===== config.mk =====
export PLATFORM = sky130hd
export DESIGN_NAME = switch_status_change_tracker_core
export DESIGN_NICKNAME = d
export VERILOG_FILES = /design/src/rtl/sstc_pkg.sv /design/src/rtl/switch_status_change_tracker_core.sv
export SDC_FILE = /design/constraint.sdc
export NUM_CORES = 1
export LEC_CHECK = 0
export ABC_AREA = 1
export BUFFER_PORTS_ARGS = -buffer_cell sky130_fd_sc_hd__buf_2
export CAP_MARGIN = 20
export CELL_PAD_IN_SITES_DETAIL_PLACEMENT = 0
export CELL_PAD_IN_SITES_GLOBAL_PLACEMENT = 1
export CORE_AREA = 2 2 206 107
export DETAILED_ROUTE_END_ITERATION = 6
export DIE_AREA = 0 0 208 109
export PLACE_DENSITY_LB_ADDON = 0.1
export RECOVER_POWER = 25
export SYNTH_ARGS = -nofsm -noshare
export SYNTH_HDL_FRONTEND = slang
export SYNTH_SLANG_ARGS = --single-unit

===== constraint.sdc =====
create_clock -name clock -period 7.1 [get_ports clock]
set_clock_uncertainty 0.15 [all_clocks]
set_input_delay 0.71 -clock clock [delete_from_list [all_inputs] [get_ports clock]]
set_output_delay 0.71 -clock clock [all_outputs]
set_load 0.01 [all_outputs]

===== src/rtl/sstc_pkg.sv =====
package sstc_pkg;

   // ADC resolution; only the low AdcBits bits of a sample are used
   localparam int AdcBits = 16;
   localparam logic [15:0] AdcMask = 16'((32'd1 << AdcBits) - 32'd1);

   localparam logic [15:0] HystReset = 16'd5;
   localparam logic [15:0] WordOne   = 16'd1;

   // request codes
   localparam logic ActPoll   = 1'b0;
   localparam logic ActReport = 1'b1;

   // sticky event flag positions
   localparam int EvRise  = 0;
   localparam int EvFall  = 1;
   localparam int EvOn    = 2;
   localparam int EvOff   = 3;
   localparam int EvAdc   = 4;
   localparam int EvFirst = 5;
   localparam int EvCount = 6;

   typedef struct packed {
      logic        action;
      logic        read_ok;
      logic [15:0] out_word;
      logic [15:0] din_word;
      logic [15:0] adc_sample;
      logic [15:0] led_word;
   } req_type;

   typedef struct packed {
      logic        poll_ok;
      logic        out_state;
      logic        din_state;
      logic [15:0] adc_level;
      logic        led_state;
      logic        rise_event;
      logic        fall_event;
      logic        on_event;
      logic        off_event;
      logic        adc_event;
      logic        first_event;
      logic        any_event;
   } rsp_type;

endpackage


===== src/rtl/switch_status_change_tracker_core.sv =====
// Switch status tracker. Each request word is either a poll (register values read from
// the switch device) or a report, and yields exactly one response word. A failed poll
// changes nothing; a successful one updates the output, input and LED bits and raises
// sticky events. When the ADC sample leaves the dead band around the stored level, the
// new level is the sample (zero hysteresis) or the sample rounded down to a multiple of
// the hysteresis, found by a bit-serial restoring remainder that takes one bit per cycle.
// Such a poll passes accept, 16 remainder steps, level update and response load; others
// go from accept to response load. A new request is accepted while the previous response
// still waits in the output register. Write csr_wr_data only while the block is idle.
module switch_status_change_tracker_core
   import sstc_pkg::*;
(
   input  logic    clock,
   input  logic    reset,
   input  logic    req_valid,
   output logic    req_ready,
   input  req_type req_data,
   output logic    rsp_valid,
   input  logic    rsp_ready,
   output rsp_type rsp_data,
   input  logic    csr_wr_en,
   input  logic [15:0] csr_wr_data
);

   localparam logic [1:0] StIdle = 2'd0;
   localparam logic [1:0] StDiv  = 2'd1;
   localparam logic [1:0] StFin  = 2'd2;
   localparam logic [1:0] StDone = 2'd3;

   logic [1:0]          state_ff, state_in;
   logic [15:0]         hyst_ff;
   logic                out_bit_ff, out_bit_in;
   logic                din_bit_ff, din_bit_in;
   logic                led_bit_ff, led_bit_in;
   logic [15:0]         level_ff, level_in;
   logic [EvCount-1:0]  flags_ff, flags_in;
   logic                first_ff, first_in;
   logic                act_ff, act_in;
   logic                ok_ff, ok_in;
   logic [15:0]         sample_ff, sample_in;
   logic [15:0]         div_ff, div_in;
   logic [15:0]         rem_ff, rem_in;
   logic [3:0]          cnt_ff, cnt_in;
   logic                rsp_valid_ff, rsp_valid_in;
   rsp_type             rsp_data_ff, rsp_data_in;

   logic [15:0] sample;
   logic        new_out, new_din, new_led;
   logic [16:0] upper_edge;
   logic        up_hit, dn_hit, adc_move;
   logic [16:0] rem_shift;
   logic [16:0] rem_diff;

   // decode the incoming poll and check the dead band
   assign sample     = req_data.adc_sample & AdcMask;
   assign new_out    = (req_data.out_word == WordOne);
   assign new_din    = (req_data.din_word == WordOne);
   assign new_led    = (req_data.led_word == WordOne);
   assign upper_edge = {1'b0, level_ff} + {1'b0, hyst_ff};
   assign up_hit     = ({1'b0, sample} >= upper_edge);
   assign dn_hit     = (level_ff >= hyst_ff) && (sample <= (level_ff - hyst_ff));
   assign adc_move   = up_hit || dn_hit;

   // one restoring remainder step: shift in the next dividend bit, subtract if it fits
   assign rem_shift = {rem_ff, div_ff[15]};
   assign rem_diff  = rem_shift - {1'b0, hyst_ff};

   always_comb begin
      state_in     = state_ff;
      out_bit_in   = out_bit_ff;
      din_bit_in   = din_bit_ff;
      led_bit_in   = led_bit_ff;
      level_in     = level_ff;
      flags_in     = flags_ff;
      first_in     = first_ff;
      act_in       = act_ff;
      ok_in        = ok_ff;
      sample_in    = sample_ff;
      div_in       = div_ff;
      rem_in       = rem_ff;
      cnt_in       = cnt_ff;
      rsp_valid_in = rsp_valid_ff && !rsp_ready;
      rsp_data_in  = rsp_data_ff;

      unique case (state_ff)
         StIdle: begin
            if (req_valid) begin
               act_in   = req_data.action;
               ok_in    = req_data.read_ok;
               state_in = StDone;
               if ((req_data.action == ActPoll) && req_data.read_ok) begin
                  // update bits and raise edge events
                  if (din_bit_ff && !new_din) flags_in[EvFall] = 1'b1;
                  if (!din_bit_ff && new_din) flags_in[EvRise] = 1'b1;
                  if (out_bit_ff && !new_out) flags_in[EvOff] = 1'b1;
                  if (!out_bit_ff && new_out) flags_in[EvOn] = 1'b1;
                  out_bit_in = new_out;
                  din_bit_in = new_din;
                  led_bit_in = new_led;
                  if (first_ff) begin
                     flags_in[EvFirst] = 1'b1;
                     first_in          = 1'b0;
                  end
                  // start the remainder when the level moves
                  if (adc_move) begin
                     flags_in[EvAdc] = 1'b1;
                     if (hyst_ff == 16'd0) begin
                        level_in = sample;
                     end else begin
                        sample_in = sample;
                        div_in    = sample;
                        rem_in    = 16'd0;
                        cnt_in    = 4'd0;
                        state_in  = StDiv;
                     end
                  end
               end
            end
         end
         StDiv: begin
            // advance one remainder bit
            if (!rem_diff[16]) begin
               rem_in = rem_diff[15:0];
            end else begin
               rem_in = rem_shift[15:0];
            end
            div_in = {div_ff[14:0], 1'b0};
            cnt_in = cnt_ff + 4'd1;
            if (cnt_ff == 4'd15) begin
               state_in = StFin;
            end
         end
         StFin: begin
            // round the sample down to a multiple of the hysteresis
            level_in = sample_ff - rem_ff;
            state_in = StDone;
         end
         StDone: begin
            // load the response once the output register is free
            if (!rsp_valid_ff || rsp_ready) begin
               rsp_valid_in            = 1'b1;
               rsp_data_in.poll_ok     = (act_ff == ActReport) || ok_ff;
               rsp_data_in.out_state   = out_bit_ff;
               rsp_data_in.din_state   = din_bit_ff;
               rsp_data_in.adc_level   = level_ff;
               rsp_data_in.led_state   = led_bit_ff;
               rsp_data_in.rise_event  = flags_ff[EvRise];
               rsp_data_in.fall_event  = flags_ff[EvFall];
               rsp_data_in.on_event    = flags_ff[EvOn];
               rsp_data_in.off_event   = flags_ff[EvOff];
               rsp_data_in.adc_event   = flags_ff[EvAdc];
               rsp_data_in.first_event = flags_ff[EvFirst];
               rsp_data_in.any_event   = |flags_ff;
               if (act_ff == ActReport) begin
                  flags_in = '0;
               end
               state_in = StIdle;
            end
         end
         default: begin
            state_in = StIdle;
         end
      endcase
   end

   // control state
   always_ff @(posedge clock) begin
      if (reset) begin
         state_ff     <= StIdle;
         hyst_ff      <= HystReset;
         out_bit_ff   <= 1'b0;
         din_bit_ff   <= 1'b0;
         led_bit_ff   <= 1'b0;
         level_ff     <= 16'd0;
         flags_ff     <= '0;
         first_ff     <= 1'b1;
         rsp_valid_ff <= 1'b0;
      end else begin
         state_ff     <= state_in;
         out_bit_ff   <= out_bit_in;
         din_bit_ff   <= din_bit_in;
         led_bit_ff   <= led_bit_in;
         level_ff     <= level_in;
         flags_ff     <= flags_in;
         first_ff     <= first_in;
         rsp_valid_ff <= rsp_valid_in;
         if (csr_wr_en) begin
            hyst_ff <= csr_wr_data;
         end
      end
   end

   // payload and datapath registers
   always_ff @(posedge clock) begin
      act_ff      <= act_in;
      ok_ff       <= ok_in;
      sample_ff   <= sample_in;
      div_ff      <= div_in;
      rem_ff      <= rem_in;
      cnt_ff      <= cnt_in;
      rsp_data_ff <= rsp_data_in;
   end

   assign req_ready = (state_ff == StIdle);
   assign rsp_valid = rsp_valid_ff;
   assign rsp_data  = rsp_data_ff;

endmodule


---- Word level (Yosys, flattened, before mapping) ----
Cells that the tools add are included.
storage, ports and cells
  output and inout bits ................... 29
  flip-flop bits (word level) ............. 126
  logic and storage cells ................. 138
  input bits .............................. 87
operators by class
  $add $sub $neg .......................... 5
  reduce and logical (&&, ||, !) cells .... 35
  bitwise gates (word level) .............. 2
  $lt $le $gt $ge ......................... 3
  muxes and demuxes ....................... 41
  equal/unequal tests ..................... 20
operator list
  operator                                              number
  two-way mux 16 bit                                    13
  one-hot mux 16 bit (2 select lines)                   3
  equality test 16 x 1 -> 1 bit, second input constant  3
  AND reduction 6 bit                                   6
  subtractor 16 bit                                     2
  two-way mux 6 bit                                     4
  adder 16 x 16 -> 17 bit                               1
  greater-or-equal comparator 16 x 17 -> 1 bit          1
  subtractor 17 x 16 -> 17 bit                          1
  greater-or-equal comparator 16 bit                    1
  <= comparator 16 bit                                  1
  zero test 16 bit                                      1
  two-way mux 4 bit                                     4
  != test 2 x 1 -> 1 bit, second input constant         8
  AND reduction 5 bit                                   3
  two-way mux 2 bit                                     6
  one-hot mux 6 bit (2 select lines)                    1
  != test 2 bit, second input constant                  5
  two-way mux 1 bit                                     8
  one-hot mux 2 bit (4 select lines)                    1
  one-hot mux 4 bit (2 select lines)                    1
  logical AND 1 bit                                     7
  zero test 1 bit                                       6
  AND reduction 3 bit                                   2
  other kinds (10)                                      17

---- Logic depth before layout (Yosys ltp) ----
Gate-level depths: netlist of run 1.
  depth in word-level cells ............... 8
  gate-level depth with buffers ........... 26
  gate-level depth less buffers ........... 24

---- Least setup slack after synthesis of run 1 ----
Ideal clock, no wire load.
  path type ............................... flip-flop to flip-flop
  start ................................... reg hyst_ff[1]
  end ..................................... reg cnt_ff[0], enable pin
  cell stages (with the launch flop) ...... 22
  required time ........................... 6.508 ns
  path slack .............................. 1.856 ns
  arrival ................................. 4.652 ns
  buffers on the path ..................... 0
  period minus slack after synthesis ...... 5.244 ns
  cell sequence ........................... dfxtp_1 -> inv_1 -> ha_1 -> nand2_1 -> o21ai_1 -> nand3_1 -> nand3_1 -> a21boi_0 -> nor2_1 -> o21ai_0 -> nand2_1 -> nand2_1 -> nand2_1 -> ha_1 -> nand2_1 -> nor3_1 -> nand3_1 -> nand2_1 -> nand2_1 -> nand3_1 -> nand2_1 -> o22ai_1
on the way
  word-level cells in the longest chain between the ends .. 6
  elaborated cells on any way between the ends .. 11
  those cells by class .................... 2 x add/sub; 3 x order compare; 2 x eq/ne; 4 x reduce/logical
ends and longest elaborated chain
  element                            RTL line                                  text
  from (decl)                        switch_status_change_tracker_core.sv:31   logic [15:0] hyst_ff;
  from (signal assigned)             switch_status_change_tracker_core.sv:170  hyst_ff <= HystReset;
  from (signal assigned)             switch_status_change_tracker_core.sv:188  hyst_ff <= csr_wr_data;
  subtractor 16 bit                  switch_status_change_tracker_core.sv:61   assign dn_hit = (level_ff >= hyst_ff) && (sample <= (level_ff - hyst_ff));
  <= comparator 16 bit               switch_status_change_tracker_core.sv:61
  logical AND 1 bit                  switch_status_change_tracker_core.sv:61
  logical OR 1 bit                   switch_status_change_tracker_core.sv:62   assign adc_move = up_hit || dn_hit;
  != test 2 x 1 -> 1 bit (no line)   n/a
  AND reduction 5 bit (no line) (*)  n/a
  to (signal assigned)               switch_status_change_tracker_core.sv:200  cnt_ff <= cnt_in;
  to (decl)                          switch_status_change_tracker_core.sv:43   logic [3:0] cnt_ff, cnt_in;
Every way passes the cells marked *; elsewhere a longest branch is shown, timed or not.
A chain may end at the register's enable or synchronous reset.

---- Worst setup path after layout of run 1 ----
  start ................................... reg hyst_ff[1]
  end ..................................... reg div_ff[9], enable pin
on the way
  word-level cells in the longest chain between the ends .. 6
  elaborated cells on any way between the ends .. 11
  those cells by class .................... 2 x add/sub; 3 x order compare; 2 x eq/ne; 4 x reduce/logical
ends and longest elaborated chain
  element                            RTL line                                  text
  subtractor 16 bit                  switch_status_change_tracker_core.sv:61
  <= comparator 16 bit               switch_status_change_tracker_core.sv:61
  logical AND 1 bit                  switch_status_change_tracker_core.sv:61
  logical OR 1 bit                   switch_status_change_tracker_core.sv:62
  != test 2 x 1 -> 1 bit (no line)   n/a
  AND reduction 5 bit (no line) (*)  n/a
  to (signal assigned)               switch_status_change_tracker_core.sv:198  div_ff <= div_in;
  to (decl)                          switch_status_change_tracker_core.sv:41   logic [15:0] div_ff, div_in;
Marks and branches as above.

==> results.json, run 1 <==
{
  "cts_resized": 0,
  "seq_area_frac_synth": 0.370,
  "fmax_mhz": 214,
  "finalHoldViolCount": 0,
  "post_cts_buffers": 0,
  "grt_overflow_total": 0,
  "hpwl_mm": 23.4,
  "layout_commonest_cell": "nand2_1",
  "synth_top_area_frac": 0.270,
  "nets": 1454,
  "cts_made_buffers": 17,
  "synthCells": 1153,
  "drt_iter0_drc": 921,
  "rrSetupSlack_ps": 2430,
  "ctsHoldBuffers": 0,
  "detailed_place.area_um2": 9840,
  "period_share": 0.658,
  "drcViolationCount": 0,
  "postRouteAntennaNets": 0,
  "wl_per_cell_um": 18.8,
  "period_needed_ps": 4670,
  "worst-path-max-fanout": 36,
  "rsz0062_at_grt": "no",
  "worstReg2RegEnd": "div_ff[9]",
  "port_buffers": 115,
  "firstDrtPassIters": 5,
  "max_slew_margin": -0.230,
  "cap_violations": 1,
  "min_path_type": "flip-flop to flip-flop",
  "cellPowerDensity_nw_per_um2": 374,
  "clock_sinks": 126,
  "vias": 8149,
  "finish.instance_area_um2": 10500,
  "slew_violations": 45,
  "grt_pass1_vias": 7269,
  "start_util": 0.428,
  "cts_tree": "done",
  "multi_input_area_um2": 5000,
  "n_antenna_cell": 0,
  "num-fill-cells": 2062,
  "crit_path_start": "hyst_ff[1]",
  "synth_area_um2": 9000,
  "placed_cells": 1524,
  "synthTopCellsByArea": "edfxtp_1 (27%), ha_1 (14%), dfxtp_1 (10%), nand2_1 (10%), a21oi_1 (5.9%)",
  "die_y_um": 109,
  "ys_seq_elements": 126,
  "core_area_um2": 21000,
  "synth.avg_cell_area_um2": 7.81,
  "clk_latency_ps": 430,
  "drive_above_1_share": 0.132,
  "areaGrowthSynthToFinish_pct": 16.2,
  "die_x_um": 208,
  "setup_violations": 0,
  "clk_pin_slew_worst_paths_ps": 60,
  "worst_r2r_path_depth": 22,
  "rows": 38,
  "dieArea_um2": 22700,
  "end_kind": "flip-flop",
  "synth_area_leader_cell": "edfxtp_1",
  "crit_arrival_ps": 4590,
  "antenna_found_initial": 0,
  "grt_usage": 0.266,
  "fin_util": 0.498,
  "finalWirelength_mm": 29.2,
  "seq_area_um2": 3330,
  "viasPerCell": 5.24,
  "worstReg2RegStart": "hyst_ff[1]",
  "critPathLaunchType": "flip-flop",
  "status": "complete, but fails checks",
  "syn_nets": 1344,
  "boundaryPins": 116,
  "worst_slew_pin_slew_ps": 1850,
  "fin_ws_ps": 2430,
  "yosysWarningCount": 0,
  "cts_root_buffer": "clkbuf_16",
  "violations": "capacitance limit, slew limit",
  "crit_end": "div_ff[9]",
  "setup_tns_ps": 0,
  "clk_path_buf_depth": 2,
  "crit_type": "flip-flop to flip-flop",
  "grt_pass1_wl_mm": 44.3,
  "place_congestion": 0.972,
  "final_cells": 1556,
  "ir_worst_vdd_mv": 0.186,
  "place_ws_ps": 2540,
  "crit_required_ps": 7020,
  "final_cell_mix": "nand2_1 (239), inv_1 (131), nor2_1 (123)",
  "ys_types": 44,
  "htree_levels": 4,
  "power.leakage_nw": 4.95,
  "grt_max_degree": 45
}
==> kinds of logic (layout without fill, tap and decap cells) <==
logic type,after synthesis,after routing,synth area share
flip-flops,126,126,0.370
AND/OR/NAND/NOR,480,480,0.227
buffers and inverters,173,296,0.0766
AO/OA/AOI/OAI,227,227,0.136
adder cells (fa/ha/maj),104,104,0.148
XOR/XNOR,43,43,0.0418
==> layout make-up <==
class	instances	area share
Clock buffer	18	0.0420
Multi-Input combinational cell	854	0.479
Sequential cell	126	0.319
Timing Repair Buffer	120	0.0560
Tap cell	280	0.0335
Clock inverter	14	0.0196
Inverter	144	0.0517
==> cell usage after synthesis (all sizes together) <==
cell,n
a211oi,2
a21boi,5
a21o,8
a21oi,107
a311oi,2
a31oi,5
buf,14
clkbuf,15
clkinv,1
dfxtp,45
edfxtp,81
fa,4
ha,100
inv,143
nand2,246
nand3,64
nand3b,10
nand4,8
nor2,126
nor3,11
nor4,8
o211ai,2
o21a,1
o21ai,85
o21bai,3
o22ai,5
o31ai,2
or2,6
or4,1
xnor2,2
xor2,41
==> where the power goes <==
group	switching (mW)	internal, mW	total [mW]
registers	0.115	0.986	1.10
logic	1.23	0.616	1.84
clock network	0.360	0.603	0.963
total	1.70	2.20	3.91
==> flip-flops by register name (all words and copies together), names as in the netlist, 2 cells and up <==
name and count:
hyst_ff 16, state_ff 2, sample_ff 16, rsp_data 27, div_ff 16, level_ff 16
flags_ff 6, cnt_ff 4, rem_ff 16
==> worst max-delay path, cell delays in order (launching register included) <==
cell and delay [ps]:
dfxtp_1 510, inv_1 140, ha_1 330, nand2_1 100, o21ai_1 170, nand3_1 130, nand3_1 120, a21boi_0 300
nor2_1 70, o21ai_0 240, nand2_1 80, nand2_1 60, nand2_1 50, ha_1 280, nand2_1 90, nor3_1 320
nand3_1 110, nand2_1 80, nand2_1 120, nand3_1 150, nand2_1 110, o22ai_4 110, buf_4 470
==> worst min path at each step <==
stage / start / slack, ps / cells past startpoint / to
after global placement: led_bit_ff / 260 / 0 / rsp_data[7]
after global routing: led_bit_ff / 310 / 0 / rsp_data[7]
after floorplan: led_bit_ff / 260 / 0 / rsp_data[7]
final: led_bit_ff / 280 / 0 / rsp_data[7]
after CTS: led_bit_ff / 280 / 0 / rsp_data[7]
after detailed placement: led_bit_ff / 270 / 0 / rsp_data[7]
==> metrics by stage <==
step	power, mW	hold WS (ps)
after global routing	4.20	314
after CTS	3.89	281
after detailed placement	2.91	266
after global placement	2.92	263
after floorplan	2.38	259
final	3.91	281
==> routing by layer <==
metal | up-vias | share of wire | GRT usage
met2 | 325 | 0.35 | 0.329
met5 | - | 0 | 0
li1 | 4081 | - | -
met3 | 16 | 0.10 | 0.0757
met4 | 0 | 0.0068 | 0.0471
met1 | 3727 | 0.54 | 0.436
Note: power is estimated with default switching activity, not from simulation.
==> inputs of run 2 (changes only) <==
--- a/config.mk
+++ b/config.mk
@@ -5,14 +5,14 @@
 export SDC_FILE = /design/constraint.sdc
 export NUM_CORES = 1
 export LEC_CHECK = 0
-export ABC_AREA = 1
+export ABC_AREA = 0
 export BUFFER_PORTS_ARGS = -buffer_cell sky130_fd_sc_hd__buf_2
 export CAP_MARGIN = 20
 export CELL_PAD_IN_SITES_DETAIL_PLACEMENT = 0
 export CELL_PAD_IN_SITES_GLOBAL_PLACEMENT = 1
-export CORE_AREA = 2 2 206 107
+export CORE_AREA = 2 2 209 108
 export DETAILED_ROUTE_END_ITERATION = 6
-export DIE_AREA = 0 0 208 109
+export DIE_AREA = 0 0 211 110
 export PLACE_DENSITY_LB_ADDON = 0.1
 export RECOVER_POWER = 25
 export SYNTH_ARGS = -nofsm -noshare
==> constraint.sdc (replaced) <==
create_clock -name clock -period 4.2 [get_ports clock]
set_clock_uncertainty 0.15 [all_clocks]
set_input_delay 0.42 -clock clock [delete_from_list [all_inputs] [get_ports clock]]
set_output_delay 0.42 -clock clock [all_outputs]
set_load 0.01 [all_outputs]
==> run 2 against run 1 <==
Net effect:
- the run ends with setup timing left
- combinational power rose by 120%
- critical path depth fell by 1
- synthesized cell count fell by 25%
- critical path type unchanged
- critical endpoint is now rem_ff[5]
- largest power group unchanged
==> results.json, run 2 <==
{
  "status": "complete, but fails checks",
  "violations": "setup timing",
  "ir_worst_vdd_mv": 0.401,
  "finalHoldViolCount": 0,
  "cp_top_family": "compound AO/OA/AOI/OAI gates",
  "detailed_place.area_um2": 10300,
  "port_buffers": 115,
  "swShare": 0.405,
  "place_congestion": 0.911,
  "slew_violations": 0,
  "firstDrtPassIters": 4,
  "synthTopCellsByArea": "edfxtp_1 (28%), ha_1 (14%), dfxtp_1 (10%), mux2i_1 (4.5%), xnor2_1 (3.6%)",
  "synth_top_area_frac": 0.282,
  "synthArstFlopShare": 0,
  "cellPowerDensity_nw_per_um2": 661,
  "p_switching_mw": 2.98,
  "crit_type": "flip-flop to flip-flop",
  "grt_usage": 0.247,
  "path_buf_inv": 2,
  "synth_edf_count": 81,
  "ctsHoldBuffers": 0,
  "clk_path_buf_depth": 2,
  "crit_arrival_ps": 4700,
  "crit_required_ps": 4200,
  "worst_slew_pin_slew_ps": 1100,
  "fmax_mhz": 213,
  "drive_above_1_share": 0.275,
  "period_needed_ps": 4700,
  "synth.avg_cell_area_um2": 9.92,
  "vias": 7427,
  "grt_pass1_wl_mm": 41.7,
  "worst-path-max-fanout": 16,
  "num-fill-cells": 1960,
  "clockPowerShare": 0.215,
  "postRouteAntennaNets": 0,
  "seq_area_um2": 3340,
  "htree_levels": 4,
  "finalWirelength_mm": 27.9,
  "end_kind": "flip-flop",
  "cts_tree": "done",
  "viasPerCell": 5.37,
  "min_path_type": "input pin to flip-flop",
  "dieArea_um2": 23200,
  "synthCells": 870,
  "antenna_found_initial": 0,
  "wl_per_cell_um": 20.2,
  "boundaryPins": 116,
  "crit_slowest_cell": "a221o_1",
  "clk_pin_slew_worst_paths_ps": 60,
  "ys_types": 67,
  "hpwl_mm": 21.9,
  "setup_violations": 70,
  "power.leakage_nw": 4.81,
  "finish.instance_area_um2": 11100,
  "place_ws_ps": -607,
  "seqPwrFrac": 0.245,
  "synth_commonest_cells": "ha_1 (100), edfxtp_1 (81), nor2_1 (77), inv_1 (55), a21oi_1 (53)",
  "max_slew_margin": 0.263,
  "n_antenna_cell": 0,
  "core_area_um2": 21300,
  "power.share.combinational": 0.540,
  "nets": 1280,
  "critPathLaunchType": "flip-flop",
  "rows": 38,
  "rsz0062_at_grt": "yes",
  "path_cells": "ha_4 -> fa_2 -> nor2b_4 -> o211ai_1 -> buf_4 -> a21oi_2 -> a221o_1 -> a221o_1 -> a21oi_2 -> nor2_1 -> nor2_1 -> xnor2_1 -> ha_1 -> nand4_1 -> a211oi_2 -> a2111oi_4 -> a211oi_4 -> nor2_2 -> nor3_4 -> a21o_4 -> buf_12",
  "clk_latency_ps": 440,
  "synth.most_common_cell": "ha_1",
  "ys_seq_elements": 126,
  "period_share": 1.12,
  "cpPeakStageDelay_ps": 380,
  "largest_register_ffs": 27,
  "cts_root_buffer": "clkbuf_16",
  "drt_iter0_drc": 643,
  "final_cell_mix": "buf_2 (99), ha_1 (98), buf_4 (94)",
  "synth_area_um2": 8630,
  "multi_input_area_um2": 5190,
  "die_y_um": 110,
  "yosys_most_used_dff": "edfxtp_1",
  "drcViolationCount": 0,
  "intPower_mw": 4.38,
  "clock_sinks": 126,
  "areaGrowthSynthToFinish_pct": 29.0,
  "syn_nets": 1061,
  "cap_violations": 0,
  "start_util": 0.404,
  "die_x_um": 211,
  "yosysWarningCount": 0,
  "layout_commonest_cell": "buf_2",
  "report.power.total_mw": 7.36,
  "cts_made_buffers": 17,
  "synth_area_leader_cell": "edfxtp_1",
  "grt_pass1_vias": 6799,
  "seq_area_frac_synth": 0.386,
  "grt_max_degree": 38,
  "grt_overflow_total": 0,
  "fin_ws_ps": -502
}
run 2: cell types whose count changed after synthesis, moves of 33 or more:
| cell | before | now |
|---|---|---|
| xnor2_1 | 2 | 35 |
| inv_1 | 131 | 55 |
| o21ai_0 | 77 | 25 |
| nand3_1 | 63 | 14 |
| nor2_1 | 123 | 77 |
| a21oi_1 | 106 | 53 |
| mux2i_1 | 0 | 39 |
| nand2_1 | 239 | 46 |
run 2: area by class of cell:
type	count	share of cell area
multi-input combinational	662	0.466
inverter	58	0.0195
clock buffer	19	0.0427
sequential	126	0.300
tap	280	0.0315
timing repair buffer	224	0.127
clock inverter	13	0.0134
run 2: power by group through the flow:
stage / Clock, mW / Combinational (mW) / Sequential, mW
after floorplan: 0 / 2.39 / 1.80
after global placement: 0 / 3.71 / 1.82
after detailed placement: 0 / 3.70 / 1.82
after CTS: 1.60 / 3.83 / 1.80
after global routing: 1.67 / 4.35 / 1.83
final: 1.58 / 3.98 / 1.80
run 2: through the flow:
stage	std cells	hold WS, ps	setup TNS [ps]	util
final	1382	20.6	-32710	0.522
after detailed placement	1339	275	-31470	0.483
after CTS	1376	5.90	-27050	0.517
after global routing	1382	12.0	-46200	0.522
after global placement	1339	270	-28510	0.483
after floorplan	870	259	-26180	-
run 2: cell families (layout without fill, tap and decap cells):
logic type	count (synthesis)	count (layout)	synth area share
flip-flops	126	126	0.386
AO/OA/AOI/OAI	192	193	0.156
AND/OR/NAND/NOR	262	262	0.150
adder cells (fa/ha/maj)	104	104	0.154
multiplexers	54	54	0.0648
buffers and inverters	83	314	0.0378
XOR/XNOR	49	49	0.0506
run 2: worst paths after layout:
path                  to  cells after the start          from  slack, ps
min                ok_ff                      1  req_data[64]         20
max reg2reg    rem_ff[5]                     21    hyst_ff[0]       -500
max            rem_ff[5]                     21    hyst_ff[0]       -500
min reg2reg  rsp_data[7]                      0    led_bit_ff        290
run 2: metal layers:
layer,track usage,share of wire,up-vias
met5,0,0,-
met4,0.0528,0.0091,0
met3,0.0813,0.081,20
met2,0.289,0.35,232
met1,0.409,0.56,3524
li1,-,-,3651
run 2: worst register-to-register path, delay by kind of cell, from the launching register on:
family,cells,cell delay [ps]
flip-flops,1,350
AND/OR/NAND/NOR,6,690
adder cells (fa/ha/maj),3,830
AO/OA/AOI/OAI,9,1970
XOR/XNOR,1,90
buffers and inverters,2,330
run 2: timing repair:
action                                 CTS  global route
gates resized for setup                 14            17
pin swaps                               11             8
setup buffers                            4             4
endpoints found under the hold margin    0             0
cloned                                   1             1
setup endpoints to repair               70            70
==> inputs of run 3 (changes only) <==
--- a/config.mk
+++ b/config.mk
@@ -10,10 +10,10 @@
 export CAP_MARGIN = 20
 export CELL_PAD_IN_SITES_DETAIL_PLACEMENT = 0
 export CELL_PAD_IN_SITES_GLOBAL_PLACEMENT = 1
-export CORE_AREA = 2 2 209 108
+export CORE_AREA = 2 2 226 117
 export DETAILED_ROUTE_END_ITERATION = 6
-export DIE_AREA = 0 0 211 110
-export PLACE_DENSITY_LB_ADDON = 0.1
+export DIE_AREA = 0 0 228 119
+export PLACE_DENSITY = 0.78
 export RECOVER_POWER = 25
 export SYNTH_ARGS = -nofsm -noshare
 export SYNTH_HDL_FRONTEND = slang
==> run 3 against run 2 <==
Net effect:
- the flow still finishes with violations (setup timing)
- critical path type unchanged
- via count is 0.38% higher
- wire length fell by 4.5%
- maximum frequency rose by 0.63%
- critical path depth stayed put
- final cell count up 5.1%
==> results.json, run 3 (synthesized netlist as in run 2, its figures left out) <==
{
  "power.share.combinational": 0.552,
  "seqPwrFrac": 0.242,
  "period_needed_ps": 4670,
  "cap_violations": 0,
  "largest_register_ffs": 27,
  "boundaryPins": 116,
  "layout_commonest_cell": "buf_2",
  "finalHoldViolCount": 0,
  "clk_path_buf_depth": 2,
  "postRouteAntennaNets": 0,
  "clockPowerShare": 0.206,
  "final_cell_mix": "buf_2 (99), ha_1 (95), buf_4 (82)",
  "drt_iter0_drc": 645,
  "rows": 42,
  "fin_ws_ps": -472,
  "hpwl_mm": 20.5,
  "min_from": "csr_wr_data[0]",
  "crit_arrival_ps": 4680,
  "worst_slew_pin_slew_ps": 1190,
  "finalWirelength_mm": 26.7,
  "period_share": 1.11,
  "rrSetupSlack_ps": -470,
  "final_cells": 1453,
  "cts_made_buffers": 17,
  "die_x_um": 228,
  "grt_overflow_total": 0,
  "critPathLaunchType": "flip-flop",
  "dieArea_um2": 27100,
  "clk_latency_ps": 440,
  "htree_levels": 4,
  "fmax_mhz": 214,
  "max_slew_margin": 0.196,
  "die_y_um": 119,
  "nets": 1278,
  "cts_root_buffer": "clkbuf_16",
  "min_path_type": "input pin to flip-flop",
  "drcViolationCount": 0,
  "intPower_mw": 4.48,
  "clk_pin_slew_worst_paths_ps": 60,
  "firstDrtPassIters": 5,
  "core_area_um2": 25500,
  "setup_violations": 70,
  "worstReg2RegStart": "hyst_ff[0]",
  "place_congestion": 0.946,
  "grt_pass1_wl_mm": 40.7,
  "grt_usage": 0.199,
  "start_util": 0.338,
  "areaGrowthSynthToFinish_pct": 32.5,
  "p_switching_mw": 2.97,
  "end_kind": "flip-flop",
  "wl_per_cell_um": 18.3,
  "min_to": "hyst_ff[0]",
  "ir_worst_vdd_mv": 0.283,
  "drive_above_1_share": 0.298,
  "crit_required_ps": 4200,
  "swShare": 0.398,
  "grt_max_degree": 29,
  "vias": 7455,
  "cellPowerDensity_nw_per_um2": 651,
  "power.leakage_nw": 4.87,
  "rsz0062_at_grt": "yes",
  "viasPerCell": 5.13,
  "worstReg2RegEnd": "div_ff[2]",
  "slew_violations": 0,
  "violations": "setup timing",
  "port_buffers": 115,
  "placed_cells": 1403,
  "holdPathStages": 3,
  "antenna_found_initial": 0,
  "worst_r2r_path_depth": 21,
  "cts_tree": "done",
  "status": "complete, but fails checks",
  "hold_ws_ps": 44.2,
  "crit_type": "flip-flop to flip-flop",
  "worst-path-max-fanout": 13,
  "grt_pass1_vias": 6915,
  "clock_sinks": 126
}
## run 3: changes by cell type in the layout (fill, tap and decap cells not counted), sizes merged
cell	previous run	this run
bufinv	2	3
clkinvlp	3	2
clkinv	3	9
clkbuf	45	44
diode	0	1
inv	63	58
o21a	6	5
buf	198	197
## run 3: stage by stage
stage | setup TNS, ps | util | area (um2) | power [mW] | worst slack (ps)
after floorplan | -26180 | - | 8700 | 4.19 | -603
after global placement | -27160 | 0.404 | 10300 | 5.38 | -514
after detailed placement | -32330 | 0.404 | 10300 | 5.42 | -498
after CTS | -26430 | 0.446 | 11400 | 7.33 | -432
after global routing | -41880 | 0.448 | 11400 | 7.91 | -658
final | -28960 | 0.448 | 11400 | 7.45 | -472
## run 3: power groups by stage
stage          Clock [mW]  Sequential [mW]  Combinational [mW]
3_5_place_dp            0             1.82                3.60
3_3_place_gp            0             1.81                3.56
4_1_cts              1.56             1.80                3.97
2_1_floorplan           0             1.80                2.39
5_1_grt              1.61             1.83                4.47
6_report             1.53             1.80                4.11
## run 3: final cells by class
cell class	instances	area [um2]
fillers	2472	14100
clock inverters	14	169
clock buffers	18	439
diodes	1	2.50
flip-flops and latches	126	3340
inverters	58	220
multi-input cells	661	5330
well taps	352	440
repair buffers	223	1490
## run 3: worst max-delay path: stages, from the launching register on
cell,delay [ps]
dfxtp_4,350
ha_4,160
fa_2,390
nor2b_4,140
o211ai_1,140
buf_4,160
a21oi_4,70
a221o_1,350
a221o_1,380
a21oi_2,140
nor2_1,50
nor2_1,120
xnor2_1,90
ha_1,330
nand4_1,100
a211oi_2,270
a2111oi_4,70
a211oi_4,290
nor2_2,90
nor3_4,160
a21o_4,190
buf_12,170
## run 3: worst max path at each step
stage / startpoint / to / slack, ps / cells after the start
finish: hyst_ff[0] / div_ff[2] / -470 / 21
global route: hyst_ff[0] / div_ff[2] / -660 / 21
CTS: hyst_ff[0] / div_ff[1] / -430 / 21
detailed placement: hyst_ff[0] / rem_ff[14] / -500 / 21
global placement: hyst_ff[1] / flags_ff[4] / -510 / 24
floorplan: hyst_ff[0] / cnt_ff[0] / -600 / 19
## run 3: what timing repair did
| action | 4_1_cts | 5_1_grt |
|---|---|---|
| setup buffers | 15 | 4 |
| resized for setup | 69 | 11 |
| hold buffers | 0 | 0 |
| hold endpoints to repair | 0 | 0 |
| pin swaps | 40 | 10 |
| cloned | 1 | 1 |
| endpoints found under the setup margin | 70 | 70 |
## run 3: layer usage
| layer | wire, um | track usage | part of all wire | vias up |
|---|---|---|---|---|
| met1 | 14300 | 0.318 | 0.54 | 3514 |
| met4 | 359 | 0.0535 | 0.013 | 0 |
| li1 | - | - | - | 3643 |
| met3 | 1980 | 0.0462 | 0.074 | 30 |
| met5 | 0 | 0 | 0 | - |
| met2 | 10000 | 0.260 | 0.38 | 268 |
